File: src/rtl/rcf_pkg.sv
package rcf_pkg;

  localparam int PXW = 24;
  localparam int OUT_FIFO_DEPTH = 16;
  localparam logic [12:0] HEIGHT_MAX = 13'd4096;

  localparam logic [1:0] KIND_BOX     = 2'd0;
  localparam logic [1:0] KIND_GAUSS   = 2'd1;
  localparam logic [1:0] KIND_SOBEL   = 2'd2;
  localparam logic [1:0] KIND_PREWITT = 2'd3;

  localparam logic [2:0] CFG_KIND   = 3'd0;
  localparam logic [2:0] CFG_SIZE   = 3'd1;
  localparam logic [2:0] CFG_DIR    = 3'd2;
  localparam logic [2:0] CFG_WIDTH  = 3'd3;
  localparam logic [2:0] CFG_HEIGHT = 3'd4;

  // {red, green, blue}
  typedef logic [PXW-1:0] pix_t;

  typedef struct packed {
    logic       live;
    logic       emit;
    logic       filt;
    logic [11:0] row;
    logic [10:0] col;
    pix_t       pix;
  } ctl_t;

  typedef struct packed {
    logic       valid;
    logic [11:0] row;
    logic [10:0] col;
    pix_t       pix;
  } res_t;

  localparam logic [7:0] G3 [3][3] = '{
    '{8'd1, 8'd2, 8'd1},
    '{8'd2, 8'd4, 8'd2},
    '{8'd1, 8'd2, 8'd1}
  };

  localparam logic [7:0] G5 [5][5] = '{
    '{8'd1, 8'd4,  8'd7,  8'd4,  8'd1},
    '{8'd4, 8'd16, 8'd26, 8'd16, 8'd4},
    '{8'd7, 8'd26, 8'd41, 8'd26, 8'd7},
    '{8'd4, 8'd16, 8'd26, 8'd16, 8'd4},
    '{8'd1, 8'd4,  8'd7,  8'd4,  8'd1}
  };

  localparam logic [7:0] G7 [7][7] = '{
    '{8'd0, 8'd0,  8'd0,   8'd5,   8'd0,   8'd0,  8'd0},
    '{8'd0, 8'd5,  8'd18,  8'd32,  8'd18,  8'd5,  8'd0},
    '{8'd0, 8'd18, 8'd64,  8'd100, 8'd64,  8'd18, 8'd0},
    '{8'd5, 8'd32, 8'd100, 8'd100, 8'd100, 8'd32, 8'd5},
    '{8'd0, 8'd18, 8'd64,  8'd100, 8'd64,  8'd18, 8'd0},
    '{8'd0, 8'd5,  8'd18,  8'd32,  8'd18,  8'd5,  8'd0},
    '{8'd0, 8'd0,  8'd0,   8'd5,   8'd0,   8'd0,  8'd0}
  };

  // [direction][dy][dx]
  localparam logic signed [2:0] SOBEL_K [2][3][3] = '{
    '{'{-3'sd1, 3'sd0, 3'sd1}, '{-3'sd2, 3'sd0, 3'sd2}, '{-3'sd1, 3'sd0, 3'sd1}},
    '{'{-3'sd1, -3'sd2, -3'sd1}, '{3'sd0, 3'sd0, 3'sd0}, '{3'sd1, 3'sd2, 3'sd1}}
  };

  localparam logic signed [2:0] PREWITT_K [2][3][3] = '{
    '{'{-3'sd1, 3'sd0, 3'sd1}, '{-3'sd1, 3'sd0, 3'sd1}, '{-3'sd1, 3'sd0, 3'sd1}},
    '{'{-3'sd1, -3'sd1, -3'sd1}, '{3'sd0, 3'sd0, 3'sd0}, '{3'sd1, 3'sd1, 3'sd1}}
  };

  // Weight for window tap at column age c, row age k (0 = newest).
  function automatic logic signed [8:0] rcf_weight(input logic [1:0] kind,
                                                   input logic [1:0] rad,
                                                   input logic dir,
                                                   input int c,
                                                   input int k);
    int n;
    int dy;
    int dx;
    logic signed [8:0] w;
    n = 2 * int'(rad) + 1;
    w = '0;
    if (c < n && k < n) begin
      dy = 2 * int'(rad) - k;
      dx = 2 * int'(rad) - c;
      case (kind)
        KIND_BOX: w = 9'sd1;
        KIND_GAUSS: begin
          case (rad)
            2'd1:    w = $signed({1'b0, G3[dy][dx]});
            2'd2:    w = $signed({1'b0, G5[dy][dx]});
            default: w = $signed({1'b0, G7[dy][dx]});
          endcase
        end
        KIND_SOBEL: w = 9'(SOBEL_K[dir][dy][dx]);
        default:    w = 9'(PREWITT_K[dir][dy][dx]);
      endcase
    end
    return w;
  endfunction

  // ceil(2^32 / divisor); exact for sums below 2^19
  function automatic logic [28:0] rcf_recip(input logic [1:0] kind, input logic [1:0] rad);
    logic [28:0] m;
    m = '0;
    if (kind == KIND_BOX) begin
      case (rad)
        2'd1:    m = 29'd477218589;
        2'd2:    m = 29'd171798692;
        default: m = 29'd87652394;
      endcase
    end else if (kind == KIND_GAUSS) begin
      case (rad)
        2'd1:    m = 29'd268435456;
        2'd2:    m = 29'd15732481;
        default: m = 29'd4021505;
      endcase
    end
    return m;
  endfunction

endpackage

File: src/rtl/rcf_out_fifo.sv
module rcf_out_fifo #(
  parameter int DEPTH = 16
) (
  input  logic          clk,
  input  logic          rst_n,
  input  logic          push,
  input  rcf_pkg::res_t din,
  input  logic          pop,
  output logic          nonempty,
  output rcf_pkg::res_t dout
);
  import rcf_pkg::*;

  localparam int AW = $clog2(DEPTH);
  localparam int CNTW = $clog2(DEPTH + 1);

  res_t            mem [DEPTH];
  logic [AW-1:0]   wp_r, rp_r;
  logic [CNTW-1:0] cnt_r;

  always_ff @(posedge clk) begin
    if (push) begin
      mem[wp_r] <= din;
    end
  end

  always_ff @(posedge clk) begin
    if (!rst_n) begin
      wp_r  <= '0;
      rp_r  <= '0;
      cnt_r <= '0;
    end else begin
      if (push) begin
        wp_r <= (wp_r == AW'(DEPTH - 1)) ? '0 : wp_r + 1'b1;
      end
      if (pop) begin
        rp_r <= (rp_r == AW'(DEPTH - 1)) ? '0 : rp_r + 1'b1;
      end
      cnt_r <= cnt_r + CNTW'(push) - CNTW'(pop);
    end
  end

  assign nonempty = (cnt_r != '0);
  assign dout     = mem[rp_r];

endmodule

File: config.mk
export PLATFORM = sky130hd
export DESIGN_NAME = rcf_out_fifo
export DESIGN_NICKNAME = d
export VERILOG_FILES = /design/src/rtl/rcf_pkg.sv /design/src/rtl/rcf_out_fifo.sv
export SDC_FILE = /design/constraint.sdc
export NUM_CORES = 1
export LEC_CHECK = 0
export ABC_CLOCK_PERIOD_IN_PS = 7700
export BUFFER_PORTS_ARGS = -buffer_cell sky130_fd_sc_hd__clkbuf_2
export CAP_MARGIN = 15
export CORE_MARGIN = 3
export CORE_UTILIZATION = 50
export CTS_BUF_LIST = sky130_fd_sc_hd__clkbuf_8 sky130_fd_sc_hd__clkbuf_16
export DETAILED_ROUTE_END_ITERATION = 8
export PLACE_DENSITY_LB_ADDON = 0.2
export RECOVER_POWER = 50
export SLEW_MARGIN = 30
export SYNTH_ARGS = -nofsm -noshare
export SYNTH_HDL_FRONTEND = slang
export SYNTH_SLANG_ARGS = --single-unit
File: constraint.sdc
create_clock -name clk -period 7.7 [get_ports clk]
set_input_delay 1.155 -clock clk [delete_from_list [all_inputs] [get_ports clk]]
set_output_delay 1.155 -clock clk [all_outputs]
set_load 0.005 [all_outputs]
# Yosys cells after proc, flatten, opt, wreduce, memory -nomap -nowiden

Memory sizes are Yosys's and may differ from the RTL's. A register that Yosys moved wholly into a read port is not among the register bits.
Index checks and enable logic that the tools add are counted.

RAM bits: 768
Flip-flop bits (word level): 13
Memories: 1

Memory list:

| memory | depth | width | read ports | clocked after Yosys merged registers in | wr ports | line               | source |
|---|---|---|---|---|---|---|---|
| mem    | 16    | 48    | 1          | 1                                       | 1        | rcf_out_fifo.sv:17 | `res_t mem [DEPTH];` |

Reductions and logical operators: 1
Eq/ne operators: 2
Multiplexer cells: 6
Add/sub/neg operators: 4

Operators by type and width:

| cell                                         | count |
|---|---|
| two-way mux 4 bit                            | 4 |
| adder 4 x 1 -> 4 bit (second input constant) | 2 |
| equality test 4 bit (second input constant)  | 2 |
| adder 5 x 1 -> 5 bit                         | 1 |
| nonzero test 5 bit                           | 1 |
| subtractor 5 x 1 -> 5 bit                    | 1 |
| two-way mux 1 bit                            | 2 |

# Logic depth before layout (Yosys ltp)

Gate-level depths: netlist of the first run.

Depth after elaboration: 4
Depth in mapped cells: 10
Gate-level depth less buffers: 10

# Worst setup path before layout of the first run

Ideal clock, no wire load.

Path kind: input-to-reg
Start point: input push
End point: memory mem[0][0] in the netlist's numbering, enable pin
Arrival: 2853 ps
Path buffers: 1
Stages on the path: 3
Setup time: 410 ps
Slack: 4437 ps
Data required time: 7290 ps
Path through: clkbuf_1 nor3b_1 and2_1

Word-level cells in the longest chain between the ends: 2

Ends and longest elaborated chain:

| what                                    | line               | source |
|---|---|---|
| start: declaration                      | rcf_out_fifo.sv:6  | `input logic push,` |
| two-way mux 1 bit                       | rcf_out_fifo.sv:22 | `if (push) begin` |
| two-way mux 1 bit (implied by the code) | rcf_out_fifo.sv:23 | `mem[wp_r] <= din;` |
| end: declaration                        | rcf_out_fifo.sv:17 |  |

No other way between the ends.

==> flow_metrics.py, run 1 <==
metrics = {
    "timing": {
        "whs_ps": 547,
        "rsz0062_at_grt": "false",
        "worst_slack_ps": 3120,
        "setup_tns_ps": 0,
        "relSlewSlack_pct": -60.3,
        "tightestPinTransition_ps": 2400,
        "finalHoldViolCount": 0,
        "max_freq_mhz": 218,
        "setup_viol": 0,
        "post-route-min-period_ps": 4580,
        "drv_slew": 44,
        "fin_skew_ps": 17.3,
        "fin_crit_sh_pct": 59.5,
    },
    "critical_path": {
        "cp.arrival_ps": 3430,
        "critPathBufInv": 3,
        "critPathLaunchType": "register",
        "end_kind": "primary output",
        "r2r_start": "wp_r[1]",
        "crit_required_ps": 6550,
        "path_class": "reg2out",
        "cpLargestDelayFamily": "buffers and inverters",
        "max_stage_delay_ps": 790,
        "reg2reg_slack_ps": 4500,
        "cp.depth": 6,
        "r2r_cells": 3,
        "path_max_fanout": 56,
        "regToRegEndpoint": "mem[15][27]",
        "crit_chain": "buf_12 -> buf_16 -> mux4_2 -> a22oi_1 -> nand2_1 -> clkbuf_2",
        "cp_slowest_cell": "dfxtp_4",
        "setup.worst_path.end": "dout[32]",
    },
    "global_routing": {
        "antenna_found_initial": 5,
        "grt_use_met2_pct": 33.1,
        "grt-busiest-layer": "met2",
        "use_met1_pct": 29.4,
        "grt_max_degree": 123,
        "grt_use_met3_pct": 3.21,
        "grt_usage_pct": 20.4,
        "grt_first_pass_wirelength_um": 93400,
        "grt_pass1_vias": 14400,
        "overflow": 0,
    },
    "yosys": {
        "synth_top_family_by_area": "multiplexers",
        "synth-seq-area-share_pct": 79.2,
        "synth_simple_gate_area_share_pct": 1.62,
        "synth_edf_count": 768,
        "ys_types": 29,
        "synthFlopType": "edfxtp_1",
        "synthMuxAreaShare_pct": 14.7,
        "synth-async-reset-ratio_pct": 0,
        "synth_cells": 1277,
        "yosysWarnings": 0,
        "synth-xor-area-share_pct": 0.119,
        "avgSynthCellArea_um2": 23.2,
        "syn_nets": 1341,
        "synth_compound_gate_area_share_pct": 2.64,
        "synth.cell_area_mm2": 0.0296,
        "ys_ff_latch": 785,
        "synth_adder_area_share_pct": 0.533,
    },
    "power_and_ir_drop": {
        "ir_worst_vdd_mv": 0.160,
        "power_leakage_nw": 10.6,
        "power_density_mw_per_mm2": 272,
    },
    "detailed_routing": {
        "vias": 13600,
        "drtPass1Iterations": 6,
        "first_iter_violations": 1297,
        "drt_drc_violations_left": 0,
        "routedWlPerCell_um": 27.8,
        "wl_um": 62600,
        "antenna_left": 0,
        "post_drt_via_cell_ratio": 6.06,
    },
    "placement": {
        "dp_hpwl_um": 31300,
        "gp_congestion": 0.687,
        "portBuffers": 100,
        "post-place-ws_ps": 3680,
    },
    "final_layout": {
        "antenna_cells": 0,
        "syn_to_final_growth_pct": 14.6,
        "multi_input_area_mm2": 0.00586,
        "layout.nets": 1485,
        "n_fill_cell": 4187,
        "final_layout_size_suffix_gt1_share_pct": 27.3,
        "fin_util_pct": 58.3,
        "seqCellArea_mm2": 0.0234,
    },
    "cts": {
        "cts.sinks": 785,
        "insertion_delay_ps": 610,
        "cts_resized": 0,
        "cts-root-buf": "clkbuf_16",
        "ctsHoldBuffers": 0,
        "clk_pin_slew_ps": 60,
        "clk_path_buf_depth": 3,
        "htree_levels": 3,
        "numCtsBuffers": 79,
        "cts_tree": "done",
        "postCtsSetupRepairBufs": 0,
    },
    "job": {
        "drv_cap": 2,
    },
    "outcome": {
        "status": "finished with violations",
        "failed_checks": "capacitance limit, slew limit",
    },
    "die": {
        "placement_rows": 88,
        "die_height_um": 249,
        "io_pins": 101,
        "coreArea_mm2": 0.0581,
        "die_w_um": 249,
        "initial_core_util_pct": 50.9,
        "die_area_mm2": 0.0621,
    },
    "hold_path": {
        "worstHoldPathType": "reg2reg",
    },
}
Yosys cell counts, types with 2 or more instances:
cell type,number,area (µm²)
xnor2_1,3,26.3
ha_1,11,138
o21ai_0,5,25.0
and3_1,2,12.5
and3b_1,2,17.5
nand2b_1,2,12.5
a22oi_1,96,721
buf_2,5,25.0
a21oi_1,4,20.0
nand3_1,5,25.0
and2_1,24,150
inv_1,10,37.5
nor2_1,3,11.3
mux2i_1,3,30.0
edfxtp_1,768,23100
dfxtp_1,17,340
clkbuf_1,26,97.6
buf_1,16,60.1
nor2b_1,5,31.3
mux4_2,192,4320
buf_4,18,135
nand2_1,53,199
worst min path at each step:
stage | start | cells after the start | slack (ps) | to
final | wp_r[0] | 2 | 550 | wp_r[3]
after global routing | wp_r[0] | 2 | 620 | wp_r[3]
after floorplan | wp_r[3] | 2 | 500 | wp_r[3]
after detailed placement | wp_r[0] | 2 | 540 | wp_r[3]
after CTS | wp_r[3] | 2 | 550 | wp_r[3]
after global placement | wp_r[3] | 2 | 520 | wp_r[3]
metal layers:
layer  routed length [µm]  share of wire, %
met1                26700                43
met4                 1030               1.6
met5                   64              0.10
met2                31100                50
met3                 3730               6.0
cells by family after synthesis:
kind of cell | count (synthesis)
buf+inv | 75
simple gates | 99
compound gates | 107
fa+ha+maj | 12
mux | 195
flops | 785
xor+xnor | 4
stage by stage:
stage          area, µm²  instances  power (mW)
2_1_floorplan      29600       1277        5.18
3_3_place_gp       30900       2087        5.35
3_5_place_dp       31200       2102        5.37
4_1_cts            33900       2247        9.30
5_1_grt            33900       2250        9.51
6_report           33900       2250        9.22
sequential cells by signal, summed over array words and instances (netlist names), named ones only:
| signal | flops |
|---|---|
| cnt_r | 5 |
| mem | 768 |
| rp_r | 4 |
| wp_r | 4 |
cell type report:
| class | count | share of cell area [%] |
|---|---|---|
| clock inverters | 62 | 1.85 |
| well taps | 765 | 2.82 |
| multi-input cells | 417 | 17.3 |
| clock buffers | 83 | 6.13 |
| repair buffers | 128 | 2.72 |
| inverters | 10 | 0.111 |
| flip-flops and latches | 785 | 69.1 |
cells in the final DEF, fill, tap and decap left out, types with 4 or more instances in the layout:
cell type and instances:
clkbuf_2 50, ha_1 11, a22oi_1 96, clkbuf_1 50, clkinv_2 14, clkbuf_16 83
inv_1 23, a21oi_1 4, nand3_1 5, and2_4 12, buf_4 8, mux4_2 192
inv_6 4, and2_0 9, edfxtp_1 768, clkinv_1 14, bufinv_16 13, dfxtp_1 15
buf_12 17, nand2_1 53, o21ai_0 5
where the power goes:
group	switching [mW]	internal (mW)	total [mW]
Clock	1.56	2.39	3.95
Sequential	0.0253	4.74	4.77
Combinational	0.267	0.232	0.500
worst min-delay path, delay by kind of cell (launching register included):
family | cells | cell delay (ps)
simple gates | 1 | 80
flops | 1 | 350
compound gates | 1 | 70
(Power assumes the default switching activity.)
==> inputs of run 2 (changes only) <==
--- a/config.mk
+++ b/config.mk
@@ -5,7 +5,7 @@
 export SDC_FILE = /design/constraint.sdc
 export NUM_CORES = 1
 export LEC_CHECK = 0
-export ABC_CLOCK_PERIOD_IN_PS = 7700
+export ABC_CLOCK_PERIOD_IN_PS = 4350
 export BUFFER_PORTS_ARGS = -buffer_cell sky130_fd_sc_hd__clkbuf_2
 export CAP_MARGIN = 15
 export CORE_MARGIN = 3
==> constraint.sdc (replaced) <==
create_clock -name clk -period 4.35 [get_ports clk]
set_input_delay 0.6525 -clock clk [delete_from_list [all_inputs] [get_ports clk]]
set_output_delay 0.6525 -clock clk [all_outputs]
set_load 0.005 [all_outputs]
==> flow_metrics.py, run 2 (synthesis results as in run 1) <==
metrics = {
    "cts": {
        "htree_levels": 3,
        "cts.sinks": 785,
        "clk_path_buf_depth": 3,
        "cts-root-buf": "clkbuf_16",
        "cts_tree": "done",
        "clk_pin_slew_ps": 60,
        "insertion_delay_ps": 600,
        "ctsHoldBuffers": 0,
        "postCtsSetupRepairBufs": 0,
        "cts_resized": 0,
        "numCtsBuffers": 78,
    },
    "final_layout": {
        "layout.nets": 1489,
        "largest_reg_flops": 768,
        "layout_commonest_cell": "edfxtp_1",
        "syn_to_final_growth_pct": 13.8,
        "fin_util_pct": 57.9,
        "layout_common_cells": "768 x edfxtp_1, 192 x mux4_2, 96 x a22oi_1",
        "top_register": "mem",
        "final_layout_size_suffix_gt1_share_pct": 27.1,
        "top_regs": "mem x768, cnt_r x5",
    },
    "global_routing": {
        "grt_pass1_vias": 14500,
        "antenna_found_initial": 4,
        "overflow": 0,
        "grt_first_pass_wirelength_um": 95100,
        "grt_max_degree": 60,
        "grt_usage_pct": 20.8,
    },
    "timing": {
        "post-route-min-period_ps": 3370,
        "fin_crit_sh_pct": 77.5,
        "rsz0062_at_grt": "false",
        "fin_skew_ps": 14.8,
        "finalHoldViolCount": 0,
        "relSlewSlack_pct": -52.8,
        "tightestPinTransition_ps": 2290,
        "max_freq_mhz": 297,
        "drv_slew": 22,
        "setup_viol": 0,
        "setup_tns_ps": 0,
    },
    "placement": {
        "gp_congestion": 0.678,
        "portBuffers": 100,
        "dp_hpwl_um": 32300,
    },
    "critical_path": {
        "end_kind": "primary output",
        "path_class": "reg2out",
        "critPathLaunchType": "register",
        "cp.depth": 5,
        "path_max_fanout": 25,
        "r2r_cells": 3,
        "cpLargestDelayFamily": "buffers and inverters",
        "crit_required_ps": 3700,
        "critPathBufInv": 2,
        "reg2reg_slack_ps": 1280,
        "crit_chain": "buf_4 -> mux4_2 -> a22oi_1 -> nand2_1 -> clkbuf_2",
        "max_stage_delay_ps": 560,
        "r2r_start": "wp_r[2]",
        "cp.arrival_ps": 2720,
        "cp_slowest_cell": "mux4_2",
    },
    "detailed_routing": {
        "routedWlPerCell_um": 28.1,
        "drtPass1Iterations": 5,
        "post_drt_via_cell_ratio": 6.04,
        "drt_drc_violations_left": 0,
        "route.met2.wl_um": 31400,
        "highest-signal-layer": "met5",
        "wl_met1_um": 26900,
        "vias": 13600,
        "met3_length_um": 4100,
        "wl_um": 63400,
        "first_iter_violations": 1211,
        "antenna_left": 0,
    },
    "die": {
        "placement_rows": 88,
        "die_area_mm2": 0.0621,
        "die_w_um": 249,
        "io_pins": 101,
        "coreArea_mm2": 0.0581,
        "die_height_um": 249,
        "initial_core_util_pct": 50.9,
    },
    "power_and_ir_drop": {
        "power_density_mw_per_mm2": 463,
        "power_leakage_nw": 10.6,
        "ir_worst_vdd_mv": 0.310,
    },
    "hold_path": {
        "worstHoldPathType": "in2reg",
        "min_path_cells": 2,
        "worstHoldStart": "rst_n",
    },
    "outcome": {
        "status": "finished with violations",
        "failed_checks": "capacitance limit, slew limit",
    },
    "job": {
        "drv_cap": 1,
    },
}
## run 2: cell types whose count changed in the layout (fill, tap and decap cells not counted), moves of 2 or more
cell / delta
bufinv_16: -11
inv_1: +7
buf_4: +4
and2_0: -3
and2_4: +3
clkinv_1: +3
buf_16: +2
clkbuf_1: -2
clkbuf_2: +2
inv_6: -2
## run 2: cell type report
class | instances | area, µm²
Sequential cell | 785 | 23400
Timing Repair Buffer | 133 | 988
Antenna cell | 1 | 2.50
Multi-Input combinational cell | 417 | 5870
Tap cell | 765 | 957
Inverter | 10 | 37.5
Fill cell | 4208 | 24500
Clock inverter | 59 | 327
Clock buffer | 83 | 2070
## run 2: metrics by stage
step | instances | worst slack (ps) | hold slack, ps | total power [mW] | cell area, µm²
floorplan | 1277 | 1590 | 499 | 9.17 | 29600
global placement | 2094 | 1570 | 526 | 9.48 | 31000
detailed placement | 2107 | 1540 | 547 | 9.51 | 31300
CTS | 2249 | 875 | 394 | 15.7 | 33600
global route | 2252 | 757 | 461 | 16.1 | 33700
finish | 2253 | 981 | 432 | 15.6 | 33700
## run 2: path summary, 6_finish.rpt
check,endpoint
setup / recovery,dout[5]
hold / removal,cnt_r[1]
setup reg to reg,mem[13][28]
hold reg to reg,wp_r[3]
## run 2: worst register-to-register path, delay by kind of cell, from the launching register on
kind,cells,cell delay [ps]
and+or+nand+nor,2,1970
buffers and inverters,1,310
DFF,1,430
## run 2: power breakdown
| part | internal, mW | switching, mW |
|---|---|---|
| Sequential | 8.40 | 0.0444 |
| Clock | 3.54 | 2.71 |
| Combinational | 0.410 | 0.477 |
## run 2: metal layers
metal	vias up	track usage, %
met5	-	0
met2	459	33.6
met1	7332	29.7
met3	76	4.32
met4	8	5.17
li1	5737	-
